$ cat config.mk
export PLATFORM = sky130hd
export DESIGN_NAME = tfc_cell
export DESIGN_NICKNAME = d
export VERILOG_FILES = /design/src/rtl/core/tfc_pkg.sv /design/src/rtl/core/tfc_cell.sv
export SDC_FILE = /design/constraint.sdc
export NUM_CORES = 1
export LEC_CHECK = 0
export BUFFER_PORTS_ARGS = -buffer_cell sky130_fd_sc_hd__buf_2
export CAP_MARGIN = 10
export CORE_MARGIN = 1
export CORE_UTILIZATION = 55
export DETAILED_ROUTE_END_ITERATION = 16
export PLACE_DENSITY = 0.86
export SYNTH_ARGS = -nofsm -noshare
export SYNTH_HDL_FRONTEND = slang
export SYNTH_SLANG_ARGS = --single-unit
$ cat constraint.sdc
create_clock -name i_clk -period 8.5 [get_ports i_clk]
set_clock_uncertainty 0.2 [all_clocks]
set_input_delay 2.125 -clock i_clk [delete_from_list [all_inputs] [get_ports i_clk]]
set_output_delay 2.125 -clock i_clk [all_outputs]
set_load 0.005 [all_outputs]
$ cat src/rtl/core/tfc_pkg.sv
// Shared constants and types for the TCP flow counter table.
`timescale 1ns / 1ps

package tfc_pkg;

    localparam int TABLE_ENTRIES_DEF = 32;
    localparam int COUNT_W           = 64;
    localparam int OUTCOME_W         = 2;

    localparam logic [7:0] TCP_PROTOCOL = 8'd6;

    localparam logic [OUTCOME_W-1:0] OUT_SKIPPED  = 2'd0;
    localparam logic [OUTCOME_W-1:0] OUT_COUNTED  = 2'd1;
    localparam logic [OUTCOME_W-1:0] OUT_INSERTED = 2'd2;
    localparam logic [OUTCOME_W-1:0] OUT_FULL     = 2'd3;

    // Flow key: source address, destination address, ports (src high, dst low).
    typedef struct packed {
        logic [31:0] src_addr;
        logic [31:0] dst_addr;
        logic [31:0] port_pair;
    } t_flow_key;

    // Control broadcast from the sequencer to every cell.
    typedef struct packed {
        logic load;   // an item is taken: latch the per-cell match
        logic track;  // the item is IPv4 TCP
        logic upd;    // update cycle: count on hit, insert if selected
        logic ins;    // no cell hit and the item is tracked
    } t_cell_ctl;

endpackage

$ cat src/rtl/core/tfc_cell.sv
// One flow entry of the table: key, counter, valid mark and match logic.
`timescale 1ns / 1ps

module tfc_cell (
    input  logic                         i_clk,
    input  logic                         i_rst_n,
    input  tfc_pkg::t_cell_ctl           i_ctl,
    input  tfc_pkg::t_flow_key           i_key,
    input  tfc_pkg::t_flow_key           i_wr_key,
    input  logic                         i_prev_valid,
    output logic                         o_valid,
    output logic                         o_hit,
    output logic [tfc_pkg::COUNT_W-1:0]  o_hit_count
);

    logic                        r_valid;
    logic                        r_hit;
    tfc_pkg::t_flow_key          r_key;
    logic [tfc_pkg::COUNT_W-1:0] r_count;
    logic [tfc_pkg::COUNT_W-1:0] n_count;
    logic                        ins_sel;

    // Entries fill in order, so the first free cell follows the last valid one.
    assign ins_sel = i_ctl.upd & i_ctl.ins & i_prev_valid & ~r_valid;
    assign n_count = r_count + tfc_pkg::COUNT_W'(1);

    always_ff @(posedge i_clk) begin
        if (!i_rst_n) begin
            r_valid <= 1'b0;
            r_hit   <= 1'b0;
        end else begin
            if (i_ctl.load) begin
                r_hit <= i_ctl.track & r_valid & (i_key == r_key);
            end else if (i_ctl.upd) begin
                r_hit <= 1'b0;
            end
            if (ins_sel) begin
                r_valid <= 1'b1;
            end
        end
    end

    always_ff @(posedge i_clk) begin
        if (i_ctl.upd && r_hit) begin
            r_count <= n_count;
        end else if (ins_sel) begin
            r_key   <= i_wr_key;
            r_count <= tfc_pkg::COUNT_W'(1);
        end
    end

    assign o_valid     = r_valid;
    assign o_hit       = r_hit;
    assign o_hit_count = r_hit ? n_count : '0;

endmodule

==> results.toml <==
[synth]
yosysTopAreaCell = "edfxtp_1"
ys_ff_latch = 162
yosys_warnings = 0
synth_area_um2 = 8220
synthCells = 701
async_reset_ff_share_pct = 0
yosysSeqAreaShare_pct = 58.9
synth_area_leaders = "edfxtp_1 58%, xnor2_1 11%, nand4_1 3.8%, a21oi_1 3.0%, nor2_1 3.0%"
synth_flop_cell = "edfxtp_1"
synth_cell_types = 41
synth.avg_cell_area_um2 = 11.7
synth_top_area_share_pct = 58.4
synth_edf_count = 160
synth.net_count = 901

[sta]
holdWs_ns = 0.392
worst_pin_slew_ns = 1.10
fin_crit_sh_pct = 66.4
max_slew_margin_pct = 26.5
maxSlewViolCount = 0
max_freq_mhz = 177
rsz0062_at_grt = "false"
hold_viol = 0
finalSetupViolCount = 0
setup_tns_ns = 0
fin_crit_ns = 5.65

[setup_path]
crit_type = "flip-flop to primary output"
arrival_ns = 3.32
path_max_fanout = 25
start_kind = "flip-flop"
cp-end-kind = "primary output"
worstPathRequired_ns = 6.18

[layout]
area_delta_synth_final_pct = 25.5
postLayoutCellArea_um2 = 10300
finalNonFillerCells = 1171
register_area_um2 = 4840
fillers = 1039
nets = 1166
mostFrequentLayoutCells = "264 x buf_2, 160 x edfxtp_1, 99 x xnor2_1, 65 x nor2_1, 50 x nand4_1"
drive_gt1_share_pct = 32.2
multi_input_area_um2 = 3220
layout.cells.most_common = "buf_2"

[detailed_routing]
viasPerCell = 5.81
drt-pass1-iter-count = 5
vias = 6798
drt_iter0_drc = 611
drt-wirelength-per-cell_um = 18.8
drcViolationCount = 0
antenna_left = 0
wl_um = 22000

[floorplan]
coreArea_um2 = 14500
die_h_um = 124
rows = 44
dieArea_um2 = 15400
die_w_um = 124
pin_count = 265
start_util_pct = 56.6

[place]
placed_cell_area_um2 = 9710
dp_hpwl_um = 16000
io_buffers = 264
place_congestion = 0.873
numPlacedInstances = 1131

[clock_tree]
cts.clk_slew.worst_paths_ns = 0.06
post-cts-setup-buffers = 0
cts_tree = "yes"
cts_resized = 0
clockBufferDepth = 2
cts_hold_buffers = 0
clock-root-buffer = "clkbuf_16"
h-tree-depth = 4
worstSkewPairLatency_ns = 0.42
numCtsBuffers = 17
clkSinkCount = 162

[global_route]
globalRouteOverflowTotal = 0
grt_antenna_before_repair = 9
grtUsageTotal_pct = 28.8
grt_pass1_vias = 6643
grt_pass1_wl_um = 34100
grt_max_degree = 89

[power_and_ir_drop]
finalPower_mw = 1.79
ir_drop_mv = 0.163
powerDensity_nw_per_um2 = 174
power_leakage_nw = 3.82

[job]
cap_violations = 0

[hold_path]
hold_path_class = "flip-flop to flip-flop"

[outcome]
status = "finished clean"
[final cells by class]
cell class | count | area share, %
multi-input combinational | 501 | 31.2
antenna | 8 | 0.194
inverter | 15 | 0.545
tap | 184 | 2.23
sequential | 162 | 46.9
clock inverter | 14 | 1.54
clock buffer | 18 | 4.16
timing repair buffer | 269 | 13.2
[worst paths after layout]
kind                             start                   endpoint  slack (ns)  cells past startpoint
max reg2reg  r_count[10]$_SDFFCE_PN0P_  r_count[47]$_SDFFCE_PN0P_        5.35                      5
max          r_count[10]$_SDFFCE_PN0P_            o_hit_count[49]        2.85                      6
min reg2reg       o_valid$_SDFFE_PN0P_       o_valid$_SDFFE_PN0P_        0.39                      2
min               o_valid$_SDFFE_PN0P_       o_valid$_SDFFE_PN0P_        0.39                      2
[sequential cells by signal, indices dropped and copies added (netlist names)]
register,flops
o_valid,1
r_key,96
o_hit,1
r_count,64
[logic make-up after synthesis]
kind of cell             share of synthesized area (%)
AO/OA/AOI/OAI                                     6.04
XOR/XNOR                                          12.8
adder cells (fa/ha/maj)                          0.152
buffers and inverters                             1.95
flip-flops                                        58.9
multiplexers                                     0.487
AND/OR/NAND/NOR                                   19.7
[where the power goes]
| group | leakage, nW | switching (mW) | internal (mW) | total (mW) |
|---|---|---|---|---|
| clock network | 0.283 | 0.350 | 0.419 | 0.769 |
| registers | 1.51 | 0.0139 | 0.899 | 0.913 |
| logic | 2.03 | 0.0521 | 0.0605 | 0.113 |
| total | 3.82 | 0.416 | 1.38 | 1.79 |
[worst max-delay path, cell delays in order (launching register included)]
cell	delay [ns]
edfxtp_1	0.45
nand4_2	0.19
or4_1	0.67
or4_4	0.74
or4_1	0.57
a21oi_1	0.16
buf_2	0.13
[cell usage after synthesis, types with 2 or more instances]
| library cell | number |
|---|---|
| o211ai_1 | 2 |
| or3_1 | 4 |
| o21ai_0 | 11 |
| clkbuf_1 | 19 |
| or4_4 | 9 |
| and3_1 | 12 |
| inv_1 | 15 |
| nand2b_1 | 10 |
| o31ai_1 | 14 |
| edfxtp_1 | 160 |
| nor2_1 | 65 |
| xor2_1 | 21 |
| a21oi_1 | 49 |
| nand3_1 | 28 |
| nor3_1 | 12 |
| nand4_1 | 50 |
| nor4_1 | 15 |
| and2_1 | 14 |
| o2111ai_1 | 2 |
| or4_1 | 19 |
| dfxtp_1 | 2 |
| xnor2_1 | 99 |
| and4_1 | 7 |
| or2_2 | 2 |
| buf_2 | 2 |
| mux2i_1 | 4 |
| buf_6 | 2 |
| nand2_1 | 36 |
| nor2b_1 | 4 |
[metal layers]
metal	global-route usage, %	vias to the layer above	share of wire [%]
li1	-	3182	-
met1	30.9	3179	34
met3	9.92	60	9.5
met4	13.5	2	3.7
met2	50.6	375	53
met5	0	-	0.045
[stage by stage]
stage / utilization [%] / setup WS, ns
floorplan: - / 3.20
global placement: 66.8 / 3.37
detailed placement: 66.8 / 3.31
CTS: 70.9 / 2.85
global route: 71.0 / 2.65
finish: 71.0 / 2.85
(Power assumes the default switching activity.)
